File: src/hdl/ddpi_pkg.sv
// ----------------------------------------------------------------------------
// ddpi_pkg: shared types and constants of the pose integrator
// Widths of the shared arithmetic units, the CORDIC arctangent table,
// the sequencer states and the register map.
// ----------------------------------------------------------------------------
package ddpi_pkg;

  localparam int CORDIC_STEPS = 28;
  localparam int CORDIC_CW    = 5;
  localparam int ANG_W        = 34;   // CORDIC datapath, Q2.30 plus headroom
  localparam int MUL_AW       = 40;
  localparam int MUL_BW       = 34;
  localparam int MUL_PW       = MUL_AW + MUL_BW;
  localparam int DIV_NW       = 58;
  localparam int DIV_DW       = 38;
  localparam int DELTA_W      = 60;

  localparam logic signed [ANG_W-1:0] CORDIC_GAIN = 34'sd652032874;
  localparam logic [21:0] TURN_PER_RAD_Q24 = 22'd2670177;

  localparam logic [15:0] TIME_STEP_RESET      = 16'd6554;
  localparam logic [15:0] STRAIGHT_LIMIT_RESET = 16'd1;

  localparam logic REG_TIME_STEP      = 1'b0;
  localparam logic REG_STRAIGHT_LIMIT = 1'b1;

  typedef struct packed {
    logic busy;
    logic done;
  } unit_stat_t;

  typedef enum logic [3:0] {
    S_IDLE,
    S_ROT0,
    S_MUL_SPD,
    S_MUL_X,
    S_MUL_Y,
    S_MUL_TURN,
    S_ROT1,
    S_MUL_NX,
    S_DIV_X,
    S_MUL_NY,
    S_DIV_Y,
    S_UPD
  } seq_state_t;

  function automatic logic [29:0] atan_at(input logic [CORDIC_CW-1:0] idx);
    logic [29:0] r;
    case (idx)
      5'd0:    r = 30'h20000000;
      5'd1:    r = 30'h12E4051E;
      5'd2:    r = 30'h09FB385B;
      5'd3:    r = 30'h051111D4;
      5'd4:    r = 30'h028B0D43;
      5'd5:    r = 30'h0145D7E1;
      5'd6:    r = 30'h00A2F61E;
      5'd7:    r = 30'h00517C55;
      5'd8:    r = 30'h0028BE53;
      5'd9:    r = 30'h00145F2F;
      5'd10:   r = 30'h000A2F98;
      5'd11:   r = 30'h000517CC;
      5'd12:   r = 30'h00028BE6;
      5'd13:   r = 30'h000145F3;
      5'd14:   r = 30'h0000A2FA;
      5'd15:   r = 30'h0000517D;
      5'd16:   r = 30'h000028BE;
      5'd17:   r = 30'h0000145F;
      5'd18:   r = 30'h00000A30;
      5'd19:   r = 30'h00000518;
      5'd20:   r = 30'h0000028C;
      5'd21:   r = 30'h00000146;
      5'd22:   r = 30'h000000A3;
      5'd23:   r = 30'h00000051;
      5'd24:   r = 30'h00000029;
      5'd25:   r = 30'h00000014;
      5'd26:   r = 30'h0000000A;
      5'd27:   r = 30'h00000005;
      default: r = 30'h0;
    endcase
    return r;
  endfunction

endpackage

File: src/hdl/ddpi_cordic.sv
// ----------------------------------------------------------------------------
// ddpi_cordic: iterative rotation CORDIC
// Cosine and sine of a 32-bit binary angle, one micro-rotation per cycle.
// ----------------------------------------------------------------------------
module ddpi_cordic
  import ddpi_pkg::*;
(
  input  logic                    clk,
  input  logic                    rst_n,
  input  logic                    start,
  input  logic [31:0]             angle,
  output unit_stat_t              stat,
  output logic signed [ANG_W-1:0] cos_o,
  output logic signed [ANG_W-1:0] sin_o
);

  logic signed [ANG_W-1:0] x_r, y_r, z_r, x_nxt, y_nxt, z_nxt;
  logic signed [ANG_W-1:0] cos_r, sin_r;
  logic [1:0]              q_r;
  logic [CORDIC_CW-1:0]    cnt_r;
  logic                    busy_r, done_r;
  logic [31:0]             qa, rr;
  logic [1:0]              q0;
  logic signed [ANG_W-1:0] at, sx, sy;

  always_comb begin
    qa = angle + 32'h2000_0000;
    q0 = qa[31:30];
    rr = angle - {q0, 30'b0};
    at = {{(ANG_W-30){1'b0}}, atan_at(cnt_r)};
    sx = y_r >>> cnt_r;
    sy = x_r >>> cnt_r;
    if (!z_r[ANG_W-1]) begin
      x_nxt = x_r - sx;
      y_nxt = y_r + sy;
      z_nxt = z_r - at;
    end else begin
      x_nxt = x_r + sx;
      y_nxt = y_r - sy;
      z_nxt = z_r + at;
    end
  end

  always_ff @(posedge clk) begin
    if (!rst_n) begin
      busy_r <= 1'b0;
      done_r <= 1'b0;
      cnt_r  <= '0;
    end else begin
      done_r <= !start && busy_r && (cnt_r == CORDIC_CW'(CORDIC_STEPS - 1));
      if (start) begin
        busy_r <= 1'b1;
        cnt_r  <= '0;
      end else if (busy_r) begin
        cnt_r <= cnt_r + 1'b1;
        if (cnt_r == CORDIC_CW'(CORDIC_STEPS - 1)) begin
          busy_r <= 1'b0;
        end
      end
    end
  end

  always_ff @(posedge clk) begin
    if (start) begin
      x_r <= CORDIC_GAIN;
      y_r <= '0;
      z_r <= {{(ANG_W-32){rr[31]}}, rr};
      q_r <= q0;
    end else if (busy_r) begin
      x_r <= x_nxt;
      y_r <= y_nxt;
      z_r <= z_nxt;
      if (cnt_r == CORDIC_CW'(CORDIC_STEPS - 1)) begin
        case (q_r)
          2'd0: begin cos_r <= x_nxt;  sin_r <= y_nxt;  end
          2'd1: begin cos_r <= -y_nxt; sin_r <= x_nxt;  end
          2'd2: begin cos_r <= -x_nxt; sin_r <= -y_nxt; end
          default: begin cos_r <= y_nxt; sin_r <= -x_nxt; end
        endcase
      end
    end
  end

  assign stat  = '{busy: busy_r, done: done_r};
  assign cos_o = cos_r;
  assign sin_o = sin_r;

endmodule

File: src/hdl/ddpi_mul.sv
// ----------------------------------------------------------------------------
// ddpi_mul: shift-add multiplier
// Unsigned product, one multiplier bit per cycle.
// ----------------------------------------------------------------------------
module ddpi_mul
  import ddpi_pkg::*;
(
  input  logic              clk,
  input  logic              rst_n,
  input  logic              start,
  input  logic [MUL_AW-1:0] a,
  input  logic [MUL_BW-1:0] b,
  output unit_stat_t        stat,
  output logic [MUL_PW-1:0] prod
);

  localparam int CW = $clog2(MUL_BW);

  logic [MUL_PW-1:0] acc_r, a_r;
  logic [MUL_BW-1:0] b_r;
  logic [CW-1:0]     cnt_r;
  logic              busy_r, done_r;

  always_ff @(posedge clk) begin
    if (!rst_n) begin
      busy_r <= 1'b0;
      done_r <= 1'b0;
      cnt_r  <= '0;
    end else begin
      done_r <= !start && busy_r && (cnt_r == CW'(MUL_BW - 1));
      if (start) begin
        busy_r <= 1'b1;
        cnt_r  <= '0;
      end else if (busy_r) begin
        cnt_r <= cnt_r + 1'b1;
        if (cnt_r == CW'(MUL_BW - 1)) begin
          busy_r <= 1'b0;
        end
      end
    end
  end

  always_ff @(posedge clk) begin
    if (start) begin
      acc_r <= '0;
      a_r   <= {{MUL_BW{1'b0}}, a};
      b_r   <= b;
    end else if (busy_r) begin
      if (b_r[0]) begin
        acc_r <= acc_r + a_r;
      end
      a_r <= a_r << 1;
      b_r <= b_r >> 1;
    end
  end

  assign stat = '{busy: busy_r, done: done_r};
  assign prod = acc_r;

endmodule

File: src/hdl/ddpi_div.sv
// ----------------------------------------------------------------------------
// ddpi_div: restoring divider
// Unsigned quotient, one quotient bit per cycle.
// ----------------------------------------------------------------------------
module ddpi_div
  import ddpi_pkg::*;
(
  input  logic              clk,
  input  logic              rst_n,
  input  logic              start,
  input  logic [DIV_NW-1:0] n,
  input  logic [DIV_DW-1:0] d,
  output unit_stat_t        stat,
  output logic [DIV_NW-1:0] quo
);

  localparam int CW = $clog2(DIV_NW);

  logic [DIV_NW-1:0] q_r;
  logic [DIV_DW-1:0] d_r, rem_r;
  logic [DIV_DW:0]   trial;
  logic              fits;
  logic [CW-1:0]     cnt_r;
  logic              busy_r, done_r;

  always_comb begin
    trial = {rem_r, q_r[DIV_NW-1]};
    fits  = trial >= {1'b0, d_r};
  end

  always_ff @(posedge clk) begin
    if (!rst_n) begin
      busy_r <= 1'b0;
      done_r <= 1'b0;
      cnt_r  <= '0;
    end else begin
      done_r <= !start && busy_r && (cnt_r == CW'(DIV_NW - 1));
      if (start) begin
        busy_r <= 1'b1;
        cnt_r  <= '0;
      end else if (busy_r) begin
        cnt_r <= cnt_r + 1'b1;
        if (cnt_r == CW'(DIV_NW - 1)) begin
          busy_r <= 1'b0;
        end
      end
    end
  end

  always_ff @(posedge clk) begin
    if (start) begin
      q_r   <= n;
      d_r   <= d;
      rem_r <= '0;
    end else if (busy_r) begin
      rem_r <= fits ? DIV_DW'(trial - {1'b0, d_r}) : trial[DIV_DW-1:0];
      q_r   <= {q_r[DIV_NW-2:0], fits};
    end
  end

  assign stat = '{busy: busy_r, done: done_r};
  assign quo  = q_r;

endmodule

File: src/hdl/differential_drive_pose_integrator.sv
// ----------------------------------------------------------------------------
// differential_drive_pose_integrator: fixed-point unicycle odometry
// Advances a planar pose by one time step per speed command word.
// ----------------------------------------------------------------------------
// One command word is worked on at a time; in_stall is high from acceptance
// until the pose has been updated. Three shared units do the arithmetic under
// a small sequencer: a CORDIC, a shift-add multiplier and a restoring divider.
// A straight step takes one CORDIC pass and three products; an arc step takes
// two CORDIC passes, four products and two divisions. The result word sits in
// the output registers until taken, and the next command is accepted
// meanwhile; its pose update waits only if that word is still held at the end
// of its computation.
module differential_drive_pose_integrator
  import ddpi_pkg::*;
(
  input  logic               clk,
  input  logic               rst_n,
  input  logic               in_valid,
  output logic               in_stall,
  input  logic signed [23:0] in_linear_speed,
  input  logic signed [23:0] in_angular_speed,
  output logic               out_valid,
  input  logic               out_stall,
  output logic signed [31:0] out_pos_x,
  output logic signed [31:0] out_pos_y,
  output logic [15:0]        out_heading,
  output logic               out_saturated,
  input  logic               psel,
  input  logic               penable,
  input  logic               pwrite,
  input  logic [2:0]         paddr,
  input  logic [31:0]        pwdata,
  output logic [31:0]        prdata,
  output logic               pready
);

  // Configuration registers.
  logic [15:0] time_step_r, straight_limit_r;

  assign pready = 1'b1;
  assign prdata = (paddr[2] == REG_STRAIGHT_LIMIT) ? {16'b0, straight_limit_r}
                                                   : {16'b0, time_step_r};

  always_ff @(posedge clk) begin
    if (!rst_n) begin
      time_step_r      <= TIME_STEP_RESET;
      straight_limit_r <= STRAIGHT_LIMIT_RESET;
    end else if (psel && penable && pwrite) begin
      case (paddr[2])
        REG_TIME_STEP:      time_step_r      <= pwdata[15:0];
        REG_STRAIGHT_LIMIT: straight_limit_r <= pwdata[15:0];
        default: ;
      endcase
    end
  end

  // Sequencer and datapath state.
  seq_state_t state_r, state_nxt;
  logic       kick_r;
  logic       out_valid_r, sat_r;
  logic signed [31:0] x_r, y_r;
  logic [15:0] yaw_r;

  logic        v_neg_r, w_neg_r, straight_r;
  logic [23:0] v_mag_r, w_mag_r;
  logic signed [ANG_W-1:0] c0_r, s0_r, c1_r, s1_r;
  logic [MUL_AW-1:0] spd_mag_r;
  logic [31:0] a1_r;
  logic signed [DELTA_W-1:0] ddx_r, ddy_r;

  // Shared units.
  unit_stat_t cor_stat, mul_stat, div_stat;
  logic cor_start, mul_start, div_start;
  logic [31:0] cor_angle;
  logic signed [ANG_W-1:0] cor_cos, cor_sin;
  logic [MUL_AW-1:0] mul_a;
  logic [MUL_BW-1:0] mul_b;
  logic [MUL_PW-1:0] mul_prod;
  logic [DIV_NW-1:0] div_n, div_q;
  logic [DIV_DW-1:0] div_d;

  ddpi_cordic u_cordic (
    .clk(clk), .rst_n(rst_n), .start(cor_start), .angle(cor_angle),
    .stat(cor_stat), .cos_o(cor_cos), .sin_o(cor_sin)
  );

  ddpi_mul u_mul (
    .clk(clk), .rst_n(rst_n), .start(mul_start), .a(mul_a), .b(mul_b),
    .stat(mul_stat), .prod(mul_prod)
  );

  ddpi_div u_div (
    .clk(clk), .rst_n(rst_n), .start(div_start), .n(div_n), .d(div_d),
    .stat(div_stat), .quo(div_q)
  );

  // Operand preparation.
  logic in_acc, upd_go;
  logic [23:0] in_v_mag, in_w_mag;
  logic [ANG_W-1:0] c0_mag, s0_mag;
  logic [25:0] c22_mag, s22_mag;
  logic signed [ANG_W:0] dsx, dcy;
  logic [ANG_W:0] dsx_mag, dcy_mag;
  logic [MUL_PW-1:0] rnd38, rnd24;
  logic [DELTA_W-1:0] str_mag, arc_mag;
  logic [31:0] d_mag32, d32, a1_rnd;

  assign in_acc = in_valid && !in_stall;
  assign upd_go = !out_valid_r || !out_stall;

  always_comb begin
    in_v_mag = in_linear_speed[23] ? 24'(-in_linear_speed) : in_linear_speed;
    in_w_mag = in_angular_speed[23] ? 24'(-in_angular_speed) : in_angular_speed;
    c0_mag   = c0_r[ANG_W-1] ? ANG_W'(-c0_r) : c0_r;
    s0_mag   = s0_r[ANG_W-1] ? ANG_W'(-s0_r) : s0_r;
    c22_mag  = 26'((c0_mag + ANG_W'(128)) >> 8);
    s22_mag  = 26'((s0_mag + ANG_W'(128)) >> 8);
    dsx      = (ANG_W+1)'(s1_r) - (ANG_W+1)'(s0_r);
    dcy      = (ANG_W+1)'(c0_r) - (ANG_W+1)'(c1_r);
    dsx_mag  = dsx[ANG_W] ? (ANG_W+1)'(-dsx) : dsx;
    dcy_mag  = dcy[ANG_W] ? (ANG_W+1)'(-dcy) : dcy;
    rnd38    = mul_prod + (MUL_PW'(1) << 37);
    rnd24    = mul_prod + (MUL_PW'(1) << 23);
    str_mag  = {{(DELTA_W-36){1'b0}}, rnd38[MUL_PW-1:38]};
    arc_mag  = {{(DELTA_W-DIV_NW){1'b0}}, div_q};
    d_mag32  = rnd24[55:24];
    d32      = w_neg_r ? 32'(-d_mag32) : d_mag32;
    a1_rnd   = a1_r + 32'h0000_8000;
  end

  // Next state.
  always_comb begin
    state_nxt = state_r;
    case (state_r)
      S_IDLE:     if (in_acc) state_nxt = S_ROT0;
      S_ROT0:     if (cor_stat.done) state_nxt = S_MUL_SPD;
      S_MUL_SPD:  if (mul_stat.done) state_nxt = straight_r ? S_MUL_X : S_MUL_TURN;
      S_MUL_X:    if (mul_stat.done) state_nxt = S_MUL_Y;
      S_MUL_Y:    if (mul_stat.done) state_nxt = S_UPD;
      S_MUL_TURN: if (mul_stat.done) state_nxt = S_ROT1;
      S_ROT1:     if (cor_stat.done) state_nxt = S_MUL_NX;
      S_MUL_NX:   if (mul_stat.done) state_nxt = S_DIV_X;
      S_DIV_X:    if (div_stat.done) state_nxt = S_MUL_NY;
      S_MUL_NY:   if (mul_stat.done) state_nxt = S_DIV_Y;
      S_DIV_Y:    if (div_stat.done) state_nxt = S_UPD;
      S_UPD:      if (upd_go) state_nxt = S_IDLE;
      default:    state_nxt = S_IDLE;
    endcase
  end

  // Unit control: each unit is kicked on the first cycle of its state.
  always_comb begin
    cor_start = 1'b0;
    mul_start = 1'b0;
    div_start = 1'b0;
    cor_angle = {yaw_r, 16'h0};
    mul_a     = spd_mag_r;
    mul_b     = '0;
    div_n     = mul_prod[DIV_NW-1:0] + {21'b0, w_mag_r, 13'b0};
    div_d     = {w_mag_r, 14'b0};
    case (state_r)
      S_ROT0: cor_start = kick_r;
      S_MUL_SPD: begin
        mul_start = kick_r;
        mul_a     = {16'b0, straight_r ? v_mag_r : w_mag_r};
        mul_b     = {18'b0, time_step_r};
      end
      S_MUL_X: begin
        mul_start = kick_r;
        mul_b     = {8'b0, c22_mag};
      end
      S_MUL_Y: begin
        mul_start = kick_r;
        mul_b     = {8'b0, s22_mag};
      end
      S_MUL_TURN: begin
        mul_start = kick_r;
        mul_b     = {12'b0, TURN_PER_RAD_Q24};
      end
      S_ROT1: begin
        cor_start = kick_r;
        cor_angle = a1_r;
      end
      S_MUL_NX: begin
        mul_start = kick_r;
        mul_a     = {16'b0, v_mag_r};
        mul_b     = dsx_mag[MUL_BW-1:0];
      end
      S_MUL_NY: begin
        mul_start = kick_r;
        mul_a     = {16'b0, v_mag_r};
        mul_b     = dcy_mag[MUL_BW-1:0];
      end
      S_DIV_X: div_start = kick_r;
      S_DIV_Y: div_start = kick_r;
      default: ;
    endcase
  end

  // Position update with saturation to the Q15.16 range.
  localparam logic signed [DELTA_W:0] POS_MAX = 61'sd2147483647;
  localparam logic signed [DELTA_W:0] POS_MIN = -61'sd2147483648;
  logic signed [DELTA_W:0] sum_x, sum_y;
  logic signed [31:0] x_nxt, y_nxt;
  logic sat_x, sat_y;

  always_comb begin
    sum_x = (DELTA_W+1)'(x_r) + (DELTA_W+1)'(ddx_r);
    sum_y = (DELTA_W+1)'(y_r) + (DELTA_W+1)'(ddy_r);
    sat_x = (sum_x > POS_MAX) || (sum_x < POS_MIN);
    sat_y = (sum_y > POS_MAX) || (sum_y < POS_MIN);
    x_nxt = sat_x ? (sum_x[DELTA_W] ? 32'sh8000_0000 : 32'sh7fff_ffff) : sum_x[31:0];
    y_nxt = sat_y ? (sum_y[DELTA_W] ? 32'sh8000_0000 : 32'sh7fff_ffff) : sum_y[31:0];
  end

  // Control registers.
  always_ff @(posedge clk) begin
    if (!rst_n) begin
      state_r     <= S_IDLE;
      kick_r      <= 1'b0;
      out_valid_r <= 1'b0;
      sat_r       <= 1'b0;
      x_r         <= '0;
      y_r         <= '0;
      yaw_r       <= '0;
    end else begin
      state_r <= state_nxt;
      kick_r  <= state_nxt != state_r;
      if (state_r == S_UPD && upd_go) begin
        out_valid_r <= 1'b1;
        sat_r       <= sat_x || sat_y;
        x_r         <= x_nxt;
        y_r         <= y_nxt;
        if (!straight_r) begin
          yaw_r <= a1_rnd[31:16];
        end
      end else if (out_valid_r && !out_stall) begin
        out_valid_r <= 1'b0;
      end
    end
  end

  // Datapath registers.
  always_ff @(posedge clk) begin
    if (in_acc) begin
      v_neg_r    <= in_linear_speed[23];
      w_neg_r    <= in_angular_speed[23];
      v_mag_r    <= in_v_mag;
      w_mag_r    <= in_w_mag;
      straight_r <= (in_angular_speed == 24'sd0) || (in_w_mag < {8'b0, straight_limit_r});
    end
    case (state_r)
      S_ROT0: if (cor_stat.done) begin
        c0_r <= cor_cos;
        s0_r <= cor_sin;
      end
      S_MUL_SPD: if (mul_stat.done) spd_mag_r <= mul_prod[MUL_AW-1:0];
      S_MUL_X: if (mul_stat.done)
        ddx_r <= (v_neg_r ^ c0_r[ANG_W-1]) ? DELTA_W'(-str_mag) : str_mag;
      S_MUL_Y: if (mul_stat.done)
        ddy_r <= (v_neg_r ^ s0_r[ANG_W-1]) ? DELTA_W'(-str_mag) : str_mag;
      S_MUL_TURN: if (mul_stat.done) a1_r <= {yaw_r, 16'h0} + d32;
      S_ROT1: if (cor_stat.done) begin
        c1_r <= cor_cos;
        s1_r <= cor_sin;
      end
      S_DIV_X: if (div_stat.done)
        ddx_r <= (v_neg_r ^ w_neg_r ^ dsx[ANG_W]) ? DELTA_W'(-arc_mag) : arc_mag;
      S_DIV_Y: if (div_stat.done)
        ddy_r <= (v_neg_r ^ w_neg_r ^ dcy[ANG_W]) ? DELTA_W'(-arc_mag) : arc_mag;
      default: ;
    endcase
  end

  assign in_stall      = state_r != S_IDLE;
  assign out_valid     = out_valid_r;
  assign out_pos_x     = x_r;
  assign out_pos_y     = y_r;
  assign out_heading   = yaw_r;
  assign out_saturated = sat_r;

  // The sequencer never runs two shared units at once.
  a_one_unit: assert property (@(posedge clk) disable iff (!rst_n)
    $onehot0({cor_stat.busy, mul_stat.busy, div_stat.busy}))
    else $error("more than one shared unit busy");

  // A straight step keeps the heading.
  a_straight_heading: assert property (@(posedge clk) disable iff (!rst_n)
    (state_r == S_UPD && upd_go && straight_r) |=> yaw_r == $past(yaw_r))
    else $error("heading changed on a straight step");

  // A saturated word carries a position at one end of its range.
  a_sat_clip: assert property (@(posedge clk) disable iff (!rst_n)
    (out_valid_r && sat_r) |->
      (x_r == 32'sh7fff_ffff || x_r == 32'sh8000_0000 ||
       y_r == 32'sh7fff_ffff || y_r == 32'sh8000_0000))
    else $error("saturated flag without a clipped position");

endmodule
File: config.mk
export PLATFORM = sky130hd
export DESIGN_NAME = differential_drive_pose_integrator
export DESIGN_NICKNAME = d
export VERILOG_FILES = /design/src/hdl/ddpi_pkg.sv /design/src/hdl/ddpi_cordic.sv /design/src/hdl/ddpi_mul.sv /design/src/hdl/ddpi_div.sv /design/src/hdl/differential_drive_pose_integrator.sv
export SDC_FILE = /design/constraint.sdc
export NUM_CORES = 2
export LEC_CHECK = 0
export ABC_AREA = 1
export BUFFER_PORTS_ARGS = -buffer_cell sky130_fd_sc_hd__clkbuf_2
export CORE_ASPECT_RATIO = 0.8
export CORE_MARGIN = 2
export CORE_UTILIZATION = 36
export CTS_BUF_LIST = sky130_fd_sc_hd__clkbuf_2
export CTS_CLUSTER_SIZE = 25
export DETAILED_ROUTE_END_ITERATION = 8
export GPL_TIMING_DRIVEN = 0
export MAX_ROUTING_LAYER = met4
export PLACE_DENSITY = 0.48
export SLEW_MARGIN = 5
export SYNTH_ARGS = -nofsm -noshare
export SYNTH_HDL_FRONTEND = slang
export SYNTH_SLANG_ARGS = --single-unit
export TNS_END_PERCENT = 50
File: constraint.sdc
create_clock -name clk -period 10.6 [get_ports clk]
set_clock_uncertainty 0.05 [all_clocks]
set_input_delay 1.06 -clock clk [delete_from_list [all_inputs] [get_ports clk]]
set_output_delay 1.06 -clock clk [all_outputs]
set_load 0.1 [all_outputs]
Word level (Yosys, flattened, before mapping)
Memory sizes are Yosys's and may differ from the RTL's. A register that Yosys moved wholly into a read port is not among the register bits.
Index checks and enable logic that the tools add are counted.

word-level totals
  register bits after elaboration = 995
  bits in read-only memories = 960
  bits of input ports = 90
  output and inout bits = 116
  word-level logic and storage cells = 239
  memories = 1

cells by class
  add/sub/neg operators = 35
  order comparisons = 6
  equality and inequality tests = 21
  shifts and indexed selects = 2
  muxes and demuxes = 70
  bitwise operators = 9
  reduce and logical (&&, ||, !) cells = 50

memory list
  name              depth  width  rd ports  clocked after Yosys merged registers in  write ports  RTL line        source
  (name not given)  32     30     1         1                                        0            ddpi_pkg.sv:49  case (idx)

operators by type and width
  cell                      number
  $mux W60                  8
  $mux W34                  11
  $pmux W60 S2              2
  $neg A34 Y34              6
  $pmux W34 S3              2
  $pmux W34 S6              1
  $mux W32                  6
  $add A32 B60 Y61          2
  $gt A61 B32 Y1 const B    2
  $lt A61 B32 Y1 const B    2
  $mux W58                  2
  $mux W40                  2
  $pmux W40 S2              1
  $add A74 B38 Y74 const B  1
  $add A74 B74 Y74          1
  $sub A34 B34 Y35          2
  $add A34 B34 Y34          2
  $add A34 B8 Y34 const B   2
  $sshr A34 B5 Y34          2
  $sub A34 B34 Y34          2
  $neg A36 Y60              1
  $neg A58 Y60              1
  $add A58 B37 Y58          1
  $add A56 B24 Y56 const B  1
  46 further kinds          130

Logic depth before layout (Yosys ltp)
  word-level depth = 6
  mapped depth = 46
  mapped depth without buffers = 43

By module
A second synthesis with hierarchy kept.

second synthesis, totals
  cells, all modules = 15768
  area, all modules = 97967.7 µm²

by module, submodules not included
  module                              times used  cells an instance  area each (µm²)  seq. area each (µm²)
  differential_drive_pose_integrator  1           8542               51836.0          13763.2
  ddpi_cordic                         1           3763               23337.4          5225.0
  ddpi_mul                            1           2201               13808.2          4544.4
  ddpi_div                            1           1262               8986.1           3803.6

Worst setup path after synthesis
No wires, ideal clock.

  path kind = register to register
  from = reg u_cordic.cnt_r[0]
  to = reg u_cordic.sin_r[31] (netlist: u_cordic.sin_o[31]), data pin
  library setup time = 0.255 ns
  arrival time = 4.533 ns
  data required time = 10.295 ns
  setup slack = 5.762 ns
  stages on the path, launching flop included = 37
  path buffers = 3
  clock period less this slack = 4.838 ns
  cell sequence = dfxtp_1 -> buf_4 -> inv_2 -> buf_6 -> buf_2 -> nand2_1 -> nand3_1 -> nand3_1 -> nand3_1 -> nand2_1 -> nand2_1 -> nand2_1 -> ha_1 -> inv_1 -> nor3_2 -> inv_1 -> nor2_1 -> nand2_1 -> nor3_2 -> or2_2 -> xor2_1 -> inv_1 -> ha_1 -> nand2_1 -> nor2_1 -> inv_1 -> nor2_1 -> nand3_1 -> nand3b_1 -> xor2_1 -> nand3_1 -> nor2_1 -> nand3_1 -> nor2_1 -> xor2_1 -> o21ai_0 -> inv_1

between the ends
  cells in the longest elaborated chain, start to end = 5
  elaborated cells on any way between the ends = 11
  classes of those cells = add/sub (6); shift (2); mux (3)

ends and longest elaborated chain
  item                                            RTL line                              source
  from (decl)                                     ddpi_cordic.sv:20                     logic [CORDIC_CW-1:0] cnt_r;
  from (signal assigned)                          ddpi_cordic.sv:55                     cnt_r <= cnt_r + 1'b1;
  $sshr A34 B5 Y34 (on tied branches)             ddpi_cordic.sv:31, ddpi_cordic.sv:32
  $sub A34 B34 Y34, or another cell as far along  ddpi_cordic.sv:34                     x_nxt = x_r - sx;
  $mux W34                                        ddpi_cordic.sv:33                     if (!z_r[ANG_W-1]) begin
  $neg A34 Y34 (on tied branches)                 ddpi_cordic.sv:78, ddpi_cordic.sv:77
  $pmux W34 S3 *                                  ddpi_cordic.sv:74                     case (q_r)
  to (signal assigned)                            ddpi_cordic.sv:75                     2'd0: begin cos_r <= x_nxt; sin_r <= y_nxt; end
  to (signal assigned)                            ddpi_cordic.sv:76                     2'd1: begin cos_r <= -y_nxt; sin_r <= x_nxt; end
  to (signal assigned)                            ddpi_cordic.sv:78                     default: begin cos_r <= y_nxt; sin_r <= -x_nxt; end
  to (decl)                                       ddpi_cordic.sv:18                     logic signed [ANG_W-1:0] cos_r, sin_r;

Mark *: on every way between the ends. The rest lies on a longest branch, timed or not.
A chain may end at the register's enable or synchronous reset.

Final worst setup path
  from = reg u_cordic.z_r[33]
  to = reg u_cordic.sin_r[31] (netlist: u_cordic.sin_o[31]), data pin

between the ends
  cells in the longest elaborated chain, start to end = 3
  elaborated cells on any way between the ends = 5
  classes of those cells = add/sub (2); mux (3)

ends and longest elaborated chain
  item                             RTL line                              source
  from (decl)                      ddpi_cordic.sv:17                     logic signed [ANG_W-1:0] x_r, y_r, z_r, x_nxt, y_nxt, z_nxt;
  from (signal assigned)           ddpi_cordic.sv:67                     z_r <= {{(ANG_W-32){rr[31]}}, rr};
  from (signal assigned)           ddpi_cordic.sv:72                     z_r <= z_nxt;
  $mux W34                         ddpi_cordic.sv:33
  $neg A34 Y34 (on tied branches)  ddpi_cordic.sv:78, ddpi_cordic.sv:77
  $pmux W34 S3 *                   ddpi_cordic.sv:74

Marks and branches as above.

==> results by stage <==
Run status:
- The run finished with clean final reports.

Synthesis:
- The cell area that synthesis handed to floorplanning was 88700 sq um.
- The cell count after synthesis came out at roughly 13k.
- The synthesized design devotes to its leading area cell type 21.6% of total area.
- Each instance of the synthesized netlist takes up on average 6.59 sq um.
- The sequential fraction of the synthesis area is about 30%.
- Yosys mapped a number of flops with a built-in enable equal to 639.
- By area the synthesized netlist is led by sky130_fd_sc_hd__edfxtp_1 22%, sky130_fd_sc_hd__nand2_1 14%, sky130_fd_sc_hd__dfxtp_1 8.7%.
- Of all flip-flops after synthesis, the portion carrying an async set or reset was 0%.
- The cell taking the most area after synthesis is sky130_fd_sc_hd__edfxtp_1.
- The count of different cell masters after synthesis is just over 70.
- The predominant post-synthesis flop cell is sky130_fd_sc_hd__edfxtp_1.
- The flip-flop and latch count after synthesis is approximately 1.0k.
- The warning count from the yosys run is 0.

Power and ir drop:
- The total leakage power is around 44 nW.
- The cell area power density is 215 nW/um^2.
- IR analysis of the VDD net gives a maximum drop of ~0.29 mV.
- The post-route total power is 21.1 mW.

Critical path:
- The worst setup path is launched from a register.
- The start of the worst register-to-register path is u_cordic.z_r[33]$_DFFE_PP_.
- The data required time of the worst path is 11.89 ns.
- STA classifies the critical path endpoint as a register.
- The start point of the critical path is u_cordic.z_r[33]$_DFFE_PP_.
- The critical setup path kind is reg -> reg.
- STA puts the critical path data arrival time at 9.73 ns.
- Along the worst path, the maximum fanout reaches 10.

Clock network:
- TritonCTS built the clock tree.
- The later pin in the worst-skew pair is clocked with a latency of 1.68 ns.
- The hold-fix buffer count after cts is 112.
- Counting the buffers created by CTS gives 294.
- The total clock sinks is 1025.
- The post-CTS setup buffer count is 0.
- The number of levels in the clock H-tree is 5.
- The clock-pin transition on the worst setup and hold timing paths is 0.11 ns.
- After clock tree synthesis, the repair step resized 0 gates.
- Clock tree synthesis selected as its root buffer the cell sky130_fd_sc_hd__clkbuf_2.
- The longest clock path from root to sink contains 4 buffers.

Run:
- The max-capacitance violation count is 0.

STA:
- The time the final worst path needs with I/O delays and setup is between 8 and 9 ns.
- The actual transition at the worst max-transition pin is 1.42 ns.
- Timing would allow up to roughly 120 MHz.
- The number of setup violations in the final report is 0.
- In this run the tightest slew margin relative to its limit is 4.56%.
- Setup repair after global routing left no endpoint under its margin.
- The final cycle utilization of the critical path is 79.7%.
- The number of max-slew violations in the final report is 0.
- The total count of hold-check failures in the final report is 0.
- The total negative slack for setup checks is 0 ns.

Worst hold path:
- The worst hold path belongs to the class in -> reg.
- The worst hold path begins at pwdata[7].

Placement:
- Once detailed placement completed, the half-perimeter wirelength came to between 300000 and 400000 um.
- The congestion estimate from routability-driven global placement came to 1.05.
- During placement, the flow inserted port buffers numbering between 150 and 200.

Global route:
- Entering global routing, the biggest net connects 59 pins.
- The number of global-route vias before repair came to ~91k.
- The initial antenna violation count was 36.
- The global-route wire length before repair is 639000 um.
- Global routing used 35.7% of the available tracks across all layers.
- The total global routing overflow is 0.

Die:
- The overall die area is 251000 sq um.
- The area of the core region is roughly 250000 sq um.
- The effective utilization at floorplan is 36.1%.
- For this design the top-level I/O count stands at 206.
- In this run the vertical extent of the chip is 448 um.
- The x dimension of the die is between 500 and 600 um.
- In this run the core area contains 163 standard-cell rows.

Finish:
- From synthesis to final layout, the design area changed by 10.7%.
- For this run, the post-layout net count is between 10k and 15k.
- The post-route netlist has 6.22% of its cells at a drive strength greater than 1.
- Cells fill 39.9% of the core in the end.

Drt:
- The detailed-route DRC error count is 0.
- The detail-routed via count per cell is 5.61.
- In this run the remaining antenna-violating nets after routing total 0.
- The routed design uses 43500 um of met3 wire.
- The top metal layer carrying routed signals is met4.
- Summed over all nets, wire length on met2 after detailed routing comes to 189000 um.
- The routed layout has 98.9k vias.
- The wire length on met1 is roughly 210000 um.
- The first detailed-routing pass ran for 8 iterations.
- Dividing the detail-routed wire length by the instance count gives 25.7 um.
- For this block, the routed nets add up to about 450000 um of wire.
- The violation count after the first detailed-route iteration is 11.8k.
## report_power, final
part / switching (mW) / total (mW) / internal [mW]
sequential: 0.669 / 5.40 / 4.73
combinational: 9.32 / 12.5 / 3.22
clock: 1.95 / 3.19 / 1.25
## registers in the layout, summed over array words and instances, names as in the netlist, 38 cells and up
name	cells
u_mul.a_r	74
ddx_r	60
u_div.quo	58
u_div.rem_r	38
ddy_r	60
u_mul.prod	74
spd_mag_r	40
## metrics by stage
stage	hold WS (ns)	cell area (sq um)	setup slack, ns	std cells
floorplan	0.371	88800	5.76	13475
global placement	0.380	93800	2.40	16944
detailed placement	0.385	94300	2.50	16965
CTS	0.00398	98100	2.55	17597
global route	0.107	98200	2.22	17610
finish	0.186	98200	2.15	17620
## worst max-delay path, cell delays in order, from the launching register on
cell and delay, ns:
sky130_fd_sc_hd__edfxtp_1 0.41, sky130_fd_sc_hd__clkbuf_1 0.34, sky130_fd_sc_hd__inv_1 0.15, sky130_fd_sc_hd__clkbuf_1 0.60, sky130_fd_sc_hd__buf_1 0.86, sky130_fd_sc_hd__buf_1 1.00, sky130_fd_sc_hd__o21ai_0 0.49, sky130_fd_sc_hd__ha_1 0.32
sky130_fd_sc_hd__a21oi_1 0.27, sky130_fd_sc_hd__nand2_1 0.20, sky130_fd_sc_hd__nand3_1 0.12, sky130_fd_sc_hd__nand3_1 0.17, sky130_fd_sc_hd__nand2_1 0.10, sky130_fd_sc_hd__nand2_1 0.13, sky130_fd_sc_hd__xnor2_1 0.81, sky130_fd_sc_hd__inv_1 0.23
sky130_fd_sc_hd__nor2_1 0.29, sky130_fd_sc_hd__nand2_1 0.13, sky130_fd_sc_hd__nor2_1 0.35, sky130_fd_sc_hd__nand3_1 0.18, sky130_fd_sc_hd__nor2_1 0.17, sky130_fd_sc_hd__xor2_1 0.18, sky130_fd_sc_hd__o21ai_0 0.59, sky130_fd_sc_hd__inv_1 0.09
## cells in the mapped netlist, types with 21 or more instances
master and n:
sky130_fd_sc_hd__dfxtp_1 386, sky130_fd_sc_hd__o21ai_1 48, sky130_fd_sc_hd__nand4_1 212, sky130_fd_sc_hd__o2111ai_1 35, sky130_fd_sc_hd__nor4_1 52, sky130_fd_sc_hd__mux2i_1 26, sky130_fd_sc_hd__o21bai_1 49, sky130_fd_sc_hd__edfxtp_1 639
sky130_fd_sc_hd__a21o_1 46, sky130_fd_sc_hd__nor3_1 189, sky130_fd_sc_hd__xnor2_1 151, sky130_fd_sc_hd__xor2_1 441, sky130_fd_sc_hd__ha_1 468, sky130_fd_sc_hd__o21ai_0 990, sky130_fd_sc_hd__o21a_1 35, sky130_fd_sc_hd__nor2_2 24
sky130_fd_sc_hd__inv_1 1700, sky130_fd_sc_hd__a31oi_1 89, sky130_fd_sc_hd__nor2_1 1637, sky130_fd_sc_hd__buf_2 51, sky130_fd_sc_hd__buf_1 45, sky130_fd_sc_hd__inv_2 21, sky130_fd_sc_hd__o22ai_1 97, sky130_fd_sc_hd__clkbuf_1 278
sky130_fd_sc_hd__nand2_1 3300, sky130_fd_sc_hd__or2_2 36, sky130_fd_sc_hd__o211ai_1 114, sky130_fd_sc_hd__a21oi_1 867, sky130_fd_sc_hd__nand3_1 1141, sky130_fd_sc_hd__nand3b_1 38, sky130_fd_sc_hd__buf_4 26, sky130_fd_sc_hd__a21boi_0 24
## layer usage
metal / vias to the layer above / GRT usage (%)
met2: 4703 / 51.9
met5: - / -
met4: 0 / 9.50
li1: 46274 / -
met3: 626 / 7.45
met1: 47316 / 49.9
## area by class of cell
class	instances	area (sq um)
plain buffers	403	1710
clock buffers	406	2030
diodes	21	52.6
fillers	26949	148000
inverters	1731	6500
multi-input cells	10316	53800
well taps	3300	4130
flip-flops and latches	1025	26900
repair buffers	304	2390
clock inverters	114	696
## final timing paths
path	endpoint	slack, ns	cells past startpoint
worst max-delay path	u_cordic.sin_o[31]$_DFFE_PP_	2.15	23
worst min-delay path	time_step_r[7]$_SDFFE_PN1P_	0.19	4
worst max register to register	u_cordic.sin_o[31]$_DFFE_PP_	2.15	23
worst min register to register	u_mul.a_r[56]$_SDFFE_PP0P_	0.36	2
## layout by cell type (no fill, tap or decap), types with 46 or more instances in the layout
cell type                       count
sky130_fd_sc_hd__a21o_1            46
sky130_fd_sc_hd__a21oi_1          866
sky130_fd_sc_hd__a31oi_1           89
sky130_fd_sc_hd__buf_2             50
sky130_fd_sc_hd__clkbuf_1         273
sky130_fd_sc_hd__clkbuf_2         579
sky130_fd_sc_hd__clkinv_1          80
sky130_fd_sc_hd__dfxtp_1          384
sky130_fd_sc_hd__dlygate4sd3_1    112
sky130_fd_sc_hd__edfxtp_1         639
sky130_fd_sc_hd__ha_1             468
sky130_fd_sc_hd__inv_1           1699
sky130_fd_sc_hd__nand2_1         3300
sky130_fd_sc_hd__nand3_1         1141
sky130_fd_sc_hd__nand4_1          212
sky130_fd_sc_hd__nor2_1          1631
sky130_fd_sc_hd__nor3_1           188
sky130_fd_sc_hd__nor4_1            52
sky130_fd_sc_hd__o211ai_1         114
sky130_fd_sc_hd__o21ai_0          988
sky130_fd_sc_hd__o21ai_1           50
sky130_fd_sc_hd__o21bai_1          49
sky130_fd_sc_hd__o22ai_1           96
sky130_fd_sc_hd__xnor2_1          149
sky130_fd_sc_hd__xor2_1           441
## logic make-up (layout without fill, tap and decap cells)
kind of cell / Yosys count / in the layout / synth area share [%]
AO/OA/AOI/OAI: 2481 / 2481 / 15.5
XOR/XNOR: 599 / 599 / 5.97
adder cells (fa/ha/maj): 479 / 479 / 6.85
buffers and inverters: 2134 / 2958 / 9.23
flip-flops: 1025 / 1025 / 30.3
multiplexers: 26 / 26 / 0.293
other: 2 / 38 / 0.00846
AND/OR/NAND/NOR: 6714 / 6714 / 31.8
(Power assumes the default switching activity.)
